==> config.mk <==
export PLATFORM = sky130hd
export DESIGN_NAME = fifo_queue_with_search_core
export DESIGN_NICKNAME = d
export VERILOG_FILES = /design/src/hdl/fqs_pkg.sv /design/src/hdl/fqs_ctrl.sv /design/src/hdl/fqs_datapath.sv /design/src/hdl/fifo_queue_with_search_core.sv
export SDC_FILE = /design/constraint.sdc
export NUM_CORES = 1
export LEC_CHECK = 0
export BUFFER_PORTS_ARGS = -buffer_cell sky130_fd_sc_hd__buf_2
export CAP_MARGIN = 10
export CORE_MARGIN = 2
export CORE_UTILIZATION = 60
export CTS_BUF_LIST = sky130_fd_sc_hd__clkbuf_8 sky130_fd_sc_hd__clkbuf_16
export DETAILED_ROUTE_END_ITERATION = 10
export PLACE_DENSITY = 0.78
export RECOVER_POWER = 25
export SLEW_MARGIN = 5
export SYNTH_ARGS = -nofsm -noshare
export SYNTH_HDL_FRONTEND = slang
export SYNTH_HIERARCHICAL = 1
export SYNTH_SLANG_ARGS = --single-unit
==> constraint.sdc <==
create_clock -name aclk -period 12.5 [get_ports aclk]
set_input_delay 1.875 -clock aclk [delete_from_list [all_inputs] [get_ports aclk]]
set_output_delay 1.875 -clock aclk [all_outputs]
set_load 0.02 [all_outputs]
==> src/hdl/fqs_pkg.sv <==
// Shared types and constants for the FIFO queue with search.
`timescale 1ns / 1ps

package fqs_pkg;

    localparam int DEPTH_DEF = 16;
    localparam int DATA_W    = 32;
    localparam int KIND_W    = 2;
    localparam int STAT_W    = 2;
    localparam int POS_W     = 5;

    typedef enum logic [KIND_W-1:0] {
        KIND_ENQ  = 2'd0,
        KIND_DEQ  = 2'd1,
        KIND_SRCH = 2'd2
    } kind_t;

    typedef enum logic [STAT_W-1:0] {
        STAT_OK        = 2'd0,
        STAT_EMPTY     = 2'd1,
        STAT_FULL      = 2'd2,
        STAT_NOT_FOUND = 2'd3
    } stat_t;

    typedef enum logic [2:0] {
        ST_IDLE,
        ST_DEQ_FILL,
        ST_SRCH_RD,
        ST_SRCH_CMP,
        ST_SRCH_END,
        ST_EMIT
    } state_t;

    // controller -> datapath
    typedef struct packed {
        logic  enq;           // write tail, bump tail and count
        logic  deq;           // bump head, drop count, read new head
        logic  fill_front;    // front register from read data
        logic  srch_start;    // latch key, clear walk position and pending match
        logic  srch_rd;       // read entry at head + walk position
        logic  srch_adv;      // step walk position
        logic  pend_set;      // record current position, counted from one, as pending match
        logic  load_res;      // latch status/value of a single-word result
        stat_t res_status;
        logic  res_take_front;
        logic  emit;          // load output register
        logic  emit_pend;     // emit pending match instead of latched result
        logic  emit_last;
    } cmd_t;

    // datapath -> controller
    typedef struct packed {
        logic empty;
        logic full;
        logic out_free;
        logic pend_valid;
        logic match;
        logic walk_last;
    } dp_stat_t;

endpackage

==> src/hdl/fqs_ctrl.sv <==
// Controller state machine for the FIFO queue with search.
`timescale 1ns / 1ps

module fqs_ctrl
    import fqs_pkg::*;
(
    input  logic                aclk,
    input  logic                aresetn,
    input  logic                s_valid,
    input  logic [KIND_W-1:0]   s_kind,
    output logic                s_ready,
    input  dp_stat_t            stat,
    output cmd_t                cmd
);

    state_t state_reg, state_next;
    kind_t  kind;

    assign kind    = kind_t'(s_kind);
    assign s_ready = (state_reg == ST_IDLE);

    always_ff @(posedge aclk) begin
        if (!aresetn) begin
            state_reg <= ST_IDLE;
        end else begin
            state_reg <= state_next;
        end
    end

    always_comb begin
        cmd        = '0;
        state_next = state_reg;
        unique case (state_reg)
            ST_IDLE: begin
                if (s_valid) begin
                    unique case (kind)
                        KIND_ENQ: begin
                            cmd.load_res = 1'b1;
                            if (stat.full) begin
                                cmd.res_status = STAT_FULL;
                            end else begin
                                cmd.enq        = 1'b1;
                                cmd.res_status = STAT_OK;
                            end
                            state_next = ST_EMIT;
                        end
                        KIND_DEQ: begin
                            cmd.load_res = 1'b1;
                            if (stat.empty) begin
                                cmd.res_status = STAT_EMPTY;
                                state_next     = ST_EMIT;
                            end else begin
                                cmd.deq            = 1'b1;
                                cmd.res_status     = STAT_OK;
                                cmd.res_take_front = 1'b1;
                                state_next         = ST_DEQ_FILL;
                            end
                        end
                        KIND_SRCH: begin
                            cmd.load_res = 1'b1;
                            if (stat.empty) begin
                                cmd.res_status = STAT_EMPTY;
                                state_next     = ST_EMIT;
                            end else begin
                                // not found stands unless a match turns up
                                cmd.res_status = STAT_NOT_FOUND;
                                cmd.srch_start = 1'b1;
                                state_next     = ST_SRCH_RD;
                            end
                        end
                        default: begin
                            // unused kind: word dropped, no result
                        end
                    endcase
                end
            end
            ST_DEQ_FILL: begin
                cmd.fill_front = 1'b1;
                state_next     = ST_EMIT;
            end
            ST_SRCH_RD: begin
                cmd.srch_rd = 1'b1;
                state_next  = ST_SRCH_CMP;
            end
            ST_SRCH_CMP: begin
                // a new match releases the pending one as a non-last word
                if (!(stat.match && stat.pend_valid && !stat.out_free)) begin
                    if (stat.match) begin
                        cmd.pend_set = 1'b1;
                        if (stat.pend_valid) begin
                            cmd.emit      = 1'b1;
                            cmd.emit_pend = 1'b1;
                        end
                    end
                    if (stat.walk_last) begin
                        state_next = ST_SRCH_END;
                    end else begin
                        cmd.srch_adv = 1'b1;
                        state_next   = ST_SRCH_RD;
                    end
                end
            end
            ST_SRCH_END: begin
                if (stat.out_free) begin
                    cmd.emit      = 1'b1;
                    cmd.emit_pend = stat.pend_valid;
                    cmd.emit_last = 1'b1;
                    state_next    = ST_IDLE;
                end
            end
            ST_EMIT: begin
                if (stat.out_free) begin
                    cmd.emit      = 1'b1;
                    cmd.emit_last = 1'b1;
                    state_next    = ST_IDLE;
                end
            end
            default: begin
                state_next = ST_IDLE;
            end
        endcase
    end

endmodule

==> src/hdl/fqs_datapath.sv <==
// Datapath of the FIFO queue with search: ring store, pointers, output register.
`timescale 1ns / 1ps

module fqs_datapath
    import fqs_pkg::*;
#(
    parameter int DEPTH = DEPTH_DEF
) (
    input  logic                      aclk,
    input  logic                      aresetn,
    input  logic        [DATA_W-1:0]  item_value,
    input  cmd_t                      cmd,
    output dp_stat_t                  stat,
    output logic                      m_valid,
    input  logic                      m_ready,
    output logic        [STAT_W-1:0]  m_status,
    output logic signed [DATA_W-1:0]  m_result_value,
    output logic        [POS_W-1:0]   m_match_position,
    output logic signed [DATA_W-1:0]  m_front_value,
    output logic signed [DATA_W-1:0]  m_rear_value,
    output logic        [POS_W-1:0]   m_occupancy,
    output logic                      m_is_empty,
    output logic                      m_last
);

    localparam int IDX_W = $clog2(DEPTH);
    localparam int CNT_W = $clog2(DEPTH + 1);

    logic [DATA_W-1:0] mem [DEPTH];
    logic [DATA_W-1:0] rdata_reg;

    logic [IDX_W-1:0]  head_reg, tail_reg, pos_reg;
    logic [CNT_W-1:0]  count_reg, pend_pos_reg;
    logic              pend_valid_reg;
    logic [DATA_W-1:0] front_reg, rear_reg, key_reg;
    stat_t             res_status_reg;
    logic [DATA_W-1:0] res_value_reg;

    stat_t             out_status_reg;
    logic [DATA_W-1:0] out_value_reg, out_front_reg, out_rear_reg;
    logic [POS_W-1:0]  out_pos_reg, out_occ_reg;
    logic              out_empty_reg, out_last_reg;
    logic              out_valid_reg, out_valid_next;

    logic [IDX_W-1:0]  head_inc, tail_inc, walk_addr, rd_addr;
    logic [IDX_W:0]    walk_sum;
    logic              is_empty;

    assign head_inc = (head_reg == IDX_W'(DEPTH - 1)) ? '0 : head_reg + 1'b1;
    assign tail_inc = (tail_reg == IDX_W'(DEPTH - 1)) ? '0 : tail_reg + 1'b1;
    assign walk_sum = {1'b0, head_reg} + {1'b0, pos_reg};
    assign walk_addr = (walk_sum >= (IDX_W+1)'(DEPTH))
                     ? IDX_W'(walk_sum - (IDX_W+1)'(DEPTH)) : IDX_W'(walk_sum);
    assign rd_addr  = cmd.deq ? head_inc : walk_addr;
    assign is_empty = (count_reg == '0);

    assign stat.empty      = is_empty;
    assign stat.full       = (count_reg == CNT_W'(DEPTH));
    assign stat.out_free   = !out_valid_reg || m_ready;
    assign stat.pend_valid = pend_valid_reg;
    assign stat.match      = (rdata_reg == key_reg);
    assign stat.walk_last  = (CNT_W'(pos_reg) == count_reg - 1'b1);

    // ring store, one write and one registered read port
    always_ff @(posedge aclk) begin
        if (cmd.enq) begin
            mem[tail_reg] <= item_value;
        end
        if (cmd.deq || cmd.srch_rd) begin
            rdata_reg <= mem[rd_addr];
        end
    end

    always_ff @(posedge aclk) begin
        if (!aresetn) begin
            head_reg       <= '0;
            tail_reg       <= '0;
            count_reg      <= '0;
            pend_valid_reg <= 1'b0;
        end else begin
            if (cmd.enq) begin
                tail_reg  <= tail_inc;
                count_reg <= count_reg + 1'b1;
            end
            if (cmd.deq) begin
                head_reg  <= head_inc;
                count_reg <= count_reg - 1'b1;
            end
            if (cmd.srch_start) begin
                pend_valid_reg <= 1'b0;
            end else if (cmd.pend_set) begin
                pend_valid_reg <= 1'b1;
            end
        end
    end

    always_ff @(posedge aclk) begin
        if (cmd.enq) begin
            rear_reg <= item_value;
            if (is_empty) begin
                front_reg <= item_value;
            end
        end
        if (cmd.fill_front) begin
            front_reg <= rdata_reg;
        end
        if (cmd.srch_start) begin
            key_reg <= item_value;
            pos_reg <= '0;
        end else if (cmd.srch_adv) begin
            pos_reg <= pos_reg + 1'b1;
        end
        if (cmd.pend_set) begin
            pend_pos_reg <= CNT_W'(pos_reg) + 1'b1;
        end
        if (cmd.load_res) begin
            res_status_reg <= cmd.res_status;
            res_value_reg  <= cmd.res_take_front ? front_reg : '0;
        end
    end

    // output register
    always_comb begin
        out_valid_next = out_valid_reg;
        if (cmd.emit) begin
            out_valid_next = 1'b1;
        end else if (m_ready) begin
            out_valid_next = 1'b0;
        end
    end

    always_ff @(posedge aclk) begin
        if (!aresetn) begin
            out_valid_reg <= 1'b0;
        end else begin
            out_valid_reg <= out_valid_next;
        end
    end

    always_ff @(posedge aclk) begin
        if (cmd.emit) begin
            out_status_reg <= cmd.emit_pend ? STAT_OK : res_status_reg;
            out_value_reg  <= cmd.emit_pend ? key_reg : res_value_reg;
            out_pos_reg    <= cmd.emit_pend ? POS_W'(pend_pos_reg) : '0;
            out_front_reg  <= is_empty ? '0 : front_reg;
            out_rear_reg   <= is_empty ? '0 : rear_reg;
            out_occ_reg    <= POS_W'(count_reg);
            out_empty_reg  <= is_empty;
            out_last_reg   <= cmd.emit_last;
        end
    end

    assign m_valid          = out_valid_reg;
    assign m_status         = out_status_reg;
    assign m_result_value   = out_value_reg;
    assign m_match_position = out_pos_reg;
    assign m_front_value    = out_front_reg;
    assign m_rear_value     = out_rear_reg;
    assign m_occupancy      = out_occ_reg;
    assign m_is_empty       = out_empty_reg;
    assign m_last           = out_last_reg;

endmodule

==> src/hdl/fifo_queue_with_search_core.sv <==
// Top level of the FIFO queue with search: controller plus datapath.
//
// Input channel s_*: one word per operation, s_kind selects enqueue, dequeue
// or search, s_item_value carries the value to append or to look for. Kind 3
// is accepted and dropped without a result.
// Result channel m_*: enqueue and dequeue give one word; a search gives one
// word per matching entry, front to back, m_last on the final one, or a single
// not-found or empty word. Every word carries front, rear, occupancy and the
// empty flag as they stand after the operation.
// Flow, with the receiver always ready: a dequeue passes through a fill state
// (the new front is fetched over the store's registered read port); a search
// accepts, then reads and compares each held entry in turn, and ends in a state
// for the last word. s_ready is high only while no operation is in progress.
// A result waits in the output register while m_ready is low; the next
// operation is still accepted, and a search halts its walk when a second
// match meets a full output register.
// Reset (aresetn low, synchronous) empties the queue and drops any pending
// result; store contents are not cleared and need no clearing pass.
`timescale 1ns / 1ps

module fifo_queue_with_search_core
    import fqs_pkg::*;
#(
    parameter int DEPTH = DEPTH_DEF
) (
    input  logic                      aclk,
    input  logic                      aresetn,
    input  logic                      s_valid,
    output logic                      s_ready,
    input  logic        [KIND_W-1:0]  s_kind,
    input  logic signed [DATA_W-1:0]  s_item_value,
    output logic                      m_valid,
    input  logic                      m_ready,
    output logic        [STAT_W-1:0]  m_status,
    output logic signed [DATA_W-1:0]  m_result_value,
    output logic        [POS_W-1:0]   m_match_position,
    output logic signed [DATA_W-1:0]  m_front_value,
    output logic signed [DATA_W-1:0]  m_rear_value,
    output logic        [POS_W-1:0]   m_occupancy,
    output logic                      m_is_empty,
    output logic                      m_last
);

    cmd_t     cmd;
    dp_stat_t stat;

    fqs_ctrl u_ctrl (
        .aclk    (aclk),
        .aresetn (aresetn),
        .s_valid (s_valid),
        .s_kind  (s_kind),
        .s_ready (s_ready),
        .stat    (stat),
        .cmd     (cmd)
    );

    fqs_datapath #(
        .DEPTH (DEPTH)
    ) u_datapath (
        .aclk             (aclk),
        .aresetn          (aresetn),
        .item_value       (s_item_value),
        .cmd              (cmd),
        .stat             (stat),
        .m_valid          (m_valid),
        .m_ready          (m_ready),
        .m_status         (m_status),
        .m_result_value   (m_result_value),
        .m_match_position (m_match_position),
        .m_front_value    (m_front_value),
        .m_rear_value     (m_rear_value),
        .m_occupancy      (m_occupancy),
        .m_is_empty       (m_is_empty),
        .m_last           (m_last)
    );

    a_emit_free: assert property (@(posedge aclk) disable iff (!aresetn)
        cmd.emit |-> stat.out_free)
        else $error("output register loaded while a word is still held");

    a_enq_not_full: assert property (@(posedge aclk) disable iff (!aresetn)
        cmd.enq |-> !stat.full)
        else $error("enqueue issued on a full queue");

    a_deq_not_empty: assert property (@(posedge aclk) disable iff (!aresetn)
        cmd.deq |-> !stat.empty)
        else $error("dequeue issued on an empty queue");

    a_empty_zero: assert property (@(posedge aclk) disable iff (!aresetn)
        (m_valid && m_is_empty) |-> (m_occupancy == '0 && m_front_value == '0
                                     && m_rear_value == '0))
        else $error("empty word reports stale front, rear or occupancy");

endmodule
* Word-level counts from Yosys, hierarchy flattened *
Memory sizes are Yosys's and may differ from the RTL's. A register that Yosys moved wholly into a read port is not among the register bits.
Index checks and enable logic that the tools add are counted.

word-level totals
  memories = 1
  output and inout port bits = 112
  bits in writable memories = 512
  bits in registers = 267

operators by class
  muxes and demuxes = 51
  equality and inequality tests = 16
  $lt $le $gt $ge = 1
  add/subtract/negate cells = 8
  bitwise gates (word level) = 1
  reductions and logical operators = 18

memory list
  memory          depth  width  read ports  clocked after memory_dff  wr ports  line                source
  u_datapath.mem  16     32     1           1                         1         fqs_datapath.sv:29  logic [DATA_W-1:0] mem [DEPTH];

operator list
  cell                 count
  $mux 32              4
  $eq 32x32->1         1
  $mux 4               6
  $mux 3               7
  $mux 2               9
  $pmux 3 s3           2
  $mux 1               17
  $pmux 3 s5           1
  $add 4x1->4 const B  3
  $mux 5               2
  $eq 4x4->1 const B   2
  $reduce_bool 2->1    4
  $eq 3x2->1 const B   2
  $eq 3x3->1 const B   2
  $add 4x1->5 const B  1
  $add 4x4->5          1
  $add 5x1->5 const B  1
  $eq 4x5->1           1
  $eq 5x5->1 const B   1
  $ge 5x5->1 const B   1
  $logic_not 5->1      1
  $sub 5x1->5 const B  1
  $ne 2x2->1 const B   2
  $ne 4x1->1 const B   1
  other kinds (16)     22

* Longest topological paths before layout *
  word-level depth = 7
  gate-level depth with buffers = 18
  gate-level depth less buffers = 12

* Hierarchy *
The synthesis kept the hierarchy.

modules (own cells, without submodules)
  module        sequential area each (µm²)  instances  area an instance (µm²)  cells each
  fqs_datapath  24073.1                     1          31146.1                 1510
  fqs_ctrl      60.1                        1          481.7                   62

* Worst setup path after synthesis *
No wires, ideal clock.

  path kind = input to register
  start point = input m_ready
  end point = register u_datapath.out_front_reg[0], in the netlist u_datapath/m_front_value[0] (enable)
  path buffers = 0
  data required time = 11751 ps
  arrival time = 10113 ps
  stages on the path = 2
  setup slack = 1638 ps
  library setup time = 749 ps
  path through = nand2b_1 -> a21boi_0

RTL lines
  item                  line                               source
  start, declared       fifo_queue_with_search_core.sv:33  input logic m_ready,
  end signal, assigned  fqs_datapath.sv:145                out_front_reg <= is_empty ? '0 : front_reg;
  end, declared         fqs_datapath.sv:40                 logic [DATA_W-1:0] out_value_reg, out_front_reg, out_rear_reg;

==> impl_metrics.env <==
export IMPL_fin_crit_sh_pct=43.7
export IMPL_grt_pass1_wl_um=96600
export IMPL_die_y_um=234
export IMPL_drtIter0Drc=1648
export IMPL_wirelength_um=66100
export IMPL_ant_nets=0
export IMPL_worstHoldStart="u_datapath/pend_pos_reg[4]"
export IMPL_clkSinkCount=811
export IMPL_ios=150
export IMPL_cp_cell_sequence="inv_1, ha_1, nor3b_1, nor2b_4, buf_4, nor3b_2, buf_4, inv_2, mux2i_4, buf_4, buf_12, mux2i_1, mux4_2, mux2i_1"
export IMPL_max_freq_ghz=0.183
export IMPL_combPwrFrac_pct=12.8
export IMPL_nFillCells=3174
export IMPL_hold_depth=1
export IMPL_cts_hold_buf=0
export IMPL_p_int_uw=4710
export IMPL_cpPeakStageDelay_ns=0.70
export IMPL_synth_edf_count=789
export IMPL_yosysUniqueCellTypes=50
export IMPL_r2r_end="u_datapath/rdata_reg[8]"
export IMPL_synth_top_area_share_pct=74.9
export IMPL_busiest_layer="met2"
export IMPL_path_depth=14
export IMPL_grt_overflow=0
export IMPL_worst_setup_path_start_kind="register"
export IMPL_power_switching_uw=1430
export IMPL_r2r_slack_ns=7.04
export IMPL_vdd_ir_drop_max_uv=165
export IMPL_synthArstFlopShare_pct=0
export IMPL_layout_min_cycle_time_ns=5.46
export IMPL_slew_limit_headroom_pct=23.6
export IMPL_place_hpwl_um=35900
export IMPL_core_area_um2=52300
export IMPL_drc=0
export IMPL_clock_root_buffer="clkbuf_16"
export IMPL_dp_cells=2364
export IMPL_dpl_cell_area_um2=33200
export IMPL_largest_register_ffs=512
export IMPL_syn_inst=1572
export IMPL_finalSetupTns_ns=0
export IMPL_netSwitchingFraction_pct=23.3
export IMPL_fp_row_count=84
export IMPL_end_kind="register"
export IMPL_yosys_area_top_type="edfxtp_1"
export IMPL_power_frac_seq_pct=51.6
export IMPL_regToRegStartpoint="u_datapath/count_reg[0]"
export IMPL_cp_max_fo=118
export IMPL_grt_antenna_before_repair=4
export IMPL_crit_type="register to register"
export IMPL_dieArea_um2=54600
export IMPL_hold_path_class="register to register"
export IMPL_final_hold_viol_count=0
export IMPL_mostFrequentLayoutCell="edfxtp_1"
export IMPL_nets=1809
export IMPL_finalNonFillerCells=2505
export IMPL_post_cts_buffers=0
export IMPL_grt_max_degree=119
export IMPL_crit_family="buffers and inverters"
export IMPL_wl_per_cell_um=26.4
export IMPL_synthToLayoutAreaGrowth_pct=12.3
export IMPL_cts_root_to_sink_buffers=3
export IMPL_maxCapViolCount=0
export IMPL_met2_usage_pct=40.1
export IMPL_grt_setup_unrepaired="no"
export IMPL_crit_top_cell="buf_4"
export IMPL_setup_viol=0
export IMPL_synthesis_nets=1627
export IMPL_gr_usage_met1_pct=35.0
export IMPL_dr_total_vias=15300
export IMPL_cts_made_buffers=76
export IMPL_use_met3_pct=3.64
export IMPL_gp_congestion=0.831
export IMPL_firstDrtPassIters=5
export IMPL_grt_pass1_vias=15300
export IMPL_yosys_top_cells_area="edfxtp_1 (75%), mux4_2 (6.8%), mux2i_1 (6.2%)"
export IMPL_hold_end="u_datapath/m_match_position[4]"
export IMPL_cts_resized=0
export IMPL_path_clk_slew_ns=0.06
export IMPL_mostFrequentLayoutCells="edfxtp_1 (789), mux2i_1 (195), buf_2 (121)"
export IMPL_p_leak_uw=0.0114
export IMPL_ys_warnings_count=6
export IMPL_final_area_um2=35500
export IMPL_initial_core_util_pct=60.4
export IMPL_worst_ep_required_time_ns=12.95
export IMPL_synth_avg_cell_area_um2=20.1
export IMPL_viasPerCell=6.11
export IMPL_clkPwrFrac_pct=35.5
export IMPL_rr_worst_depth=14
export IMPL_synth_flop_cell="edfxtp_1"
export IMPL_synth_seq_area_share_pct=76.3
export IMPL_path_buf_inv=6
export IMPL_finClkSkew_ns=0.0194
export IMPL_port_buffers=149
export IMPL_crit_arrival_ns=5.91
export IMPL_die_w_um=234
export IMPL_cp_slowest_cell="buf_12"
export IMPL_hold_ws_ns=0.526
export IMPL_clkLatencyLatePin_ns=0.62
export IMPL_status="completed"
export IMPL_report_final_slew_viol_count=0
export IMPL_htree_levels=3
export IMPL_tritoncts="yes"
export IMPL_regMostFlops="u_datapath/mem"
export IMPL_track_usage_pct=24.6
export IMPL_tightest_slew_ns=1.14
export IMPL_netlist_area_um2=31600
export IMPL_ys_seq_elements=811
export IMPL_pwr_density_cell_nw_per_um2=173
export IMPL_drive_above_1_share_pct=24.7
export IMPL_fin_util_pct=67.9
-- cell usage after synthesis, drive strengths merged (2+ instances only) --
| cell | instances |
|---|---|
| nand2 | 14 |
| nor2 | 24 |
| a21oi | 9 |
| nor3b | 4 |
| nor3 | 6 |
| mux4 | 96 |
| clkbuf | 37 |
| edfxtp | 789 |
| nand3 | 5 |
| a21o | 4 |
| xor2 | 38 |
| nor2b | 71 |
| mux2i | 197 |
| inv | 13 |
| ha | 16 |
| o21ai | 6 |
| nand4 | 4 |
| xnor2 | 13 |
| mux2 | 64 |
| a211oi | 7 |
| and2 | 54 |
| nand3b | 2 |
| and3 | 6 |
| nor4 | 9 |
| dfxtp | 22 |
| nand2b | 7 |
| buf | 36 |
| a31oi | 5 |
-- worst max path at each step --
stage | from | end | slack, ns
2_1_floorplan | m_ready | u_datapath/m_front_value[0] | 1.64
3_3_place_gp | s_kind[1] | u_datapath/rdata_reg[31] | 6.82
3_5_place_dp | s_kind[1] | u_datapath/rdata_reg[8] | 6.67
4_1_cts | u_datapath/count_reg[0] | u_datapath/rdata_reg[11] | 7.04
5_1_grt | u_datapath/count_reg[0] | u_datapath/rdata_reg[11] | 6.80
6_report | u_datapath/count_reg[0] | u_datapath/rdata_reg[8] | 7.04
-- cell families after synthesis --
logic type / count (synthesis) / share of synthesized area [%]
xor+xnor: 51 / 1.41
simple gates: 207 / 3.81
fa+ha+maj: 17 / 0.696
compound gates: 43 / 0.973
mux: 357 / 15.3
flops: 811 / 76.3
buf+inv: 86 / 1.46
-- worst register-to-register path: cells and delay by family, from the launching register on --
family | cells | cell delay, ns
and+or+nand+nor | 3 | 0.74
DFF | 1 | 0.37
muxes | 4 | 1.26
buffers and inverters | 6 | 2.68
adders and majority gates | 1 | 0.26
-- through the flow --
step	power, µW	setup slack (ns)
floorplan	3810	1.64
global placement	4000	6.82
detailed placement	4020	6.67
CTS	6180	7.04
global route	6350	6.80
finish	6140	7.04
-- metal layers --
metal	wire [µm]	share of wire (%)	up-vias
met5	13	0.020	-
met4	1260	1.9	2
met3	5430	8.2	91
met2	32600	49	709
met1	26800	41	7918
li1	-	-	6584
-- power by group through the flow --
| stage | registers, µW | logic (µW) | clock network (µW) |
|---|---|---|---|
| 3_3_place_gp | 3220 | 779 | 0 |
| 3_5_place_dp | 3220 | 799 | 0 |
| 4_1_cts | 3170 | 804 | 2210 |
| 2_1_floorplan | 3280 | 538 | 0 |
| 6_report | 3170 | 788 | 2180 |
| 5_1_grt | 3170 | 851 | 2320 |
-- area by class of cell --
class | count | area (µm²) | area share, %
diodes | 1 | 2.50 | 0.00705
clock inverters | 59 | 380 | 1.07
multi-input cells | 675 | 7150 | 20.1
flip-flops and latches | 811 | 24100 | 68.0
inverters | 13 | 48.8 | 0.137
well taps | 688 | 861 | 2.42
clock buffers | 81 | 1990 | 5.61
repair buffers | 177 | 946 | 2.66
Note: power is estimated with default switching activity, not from simulation.
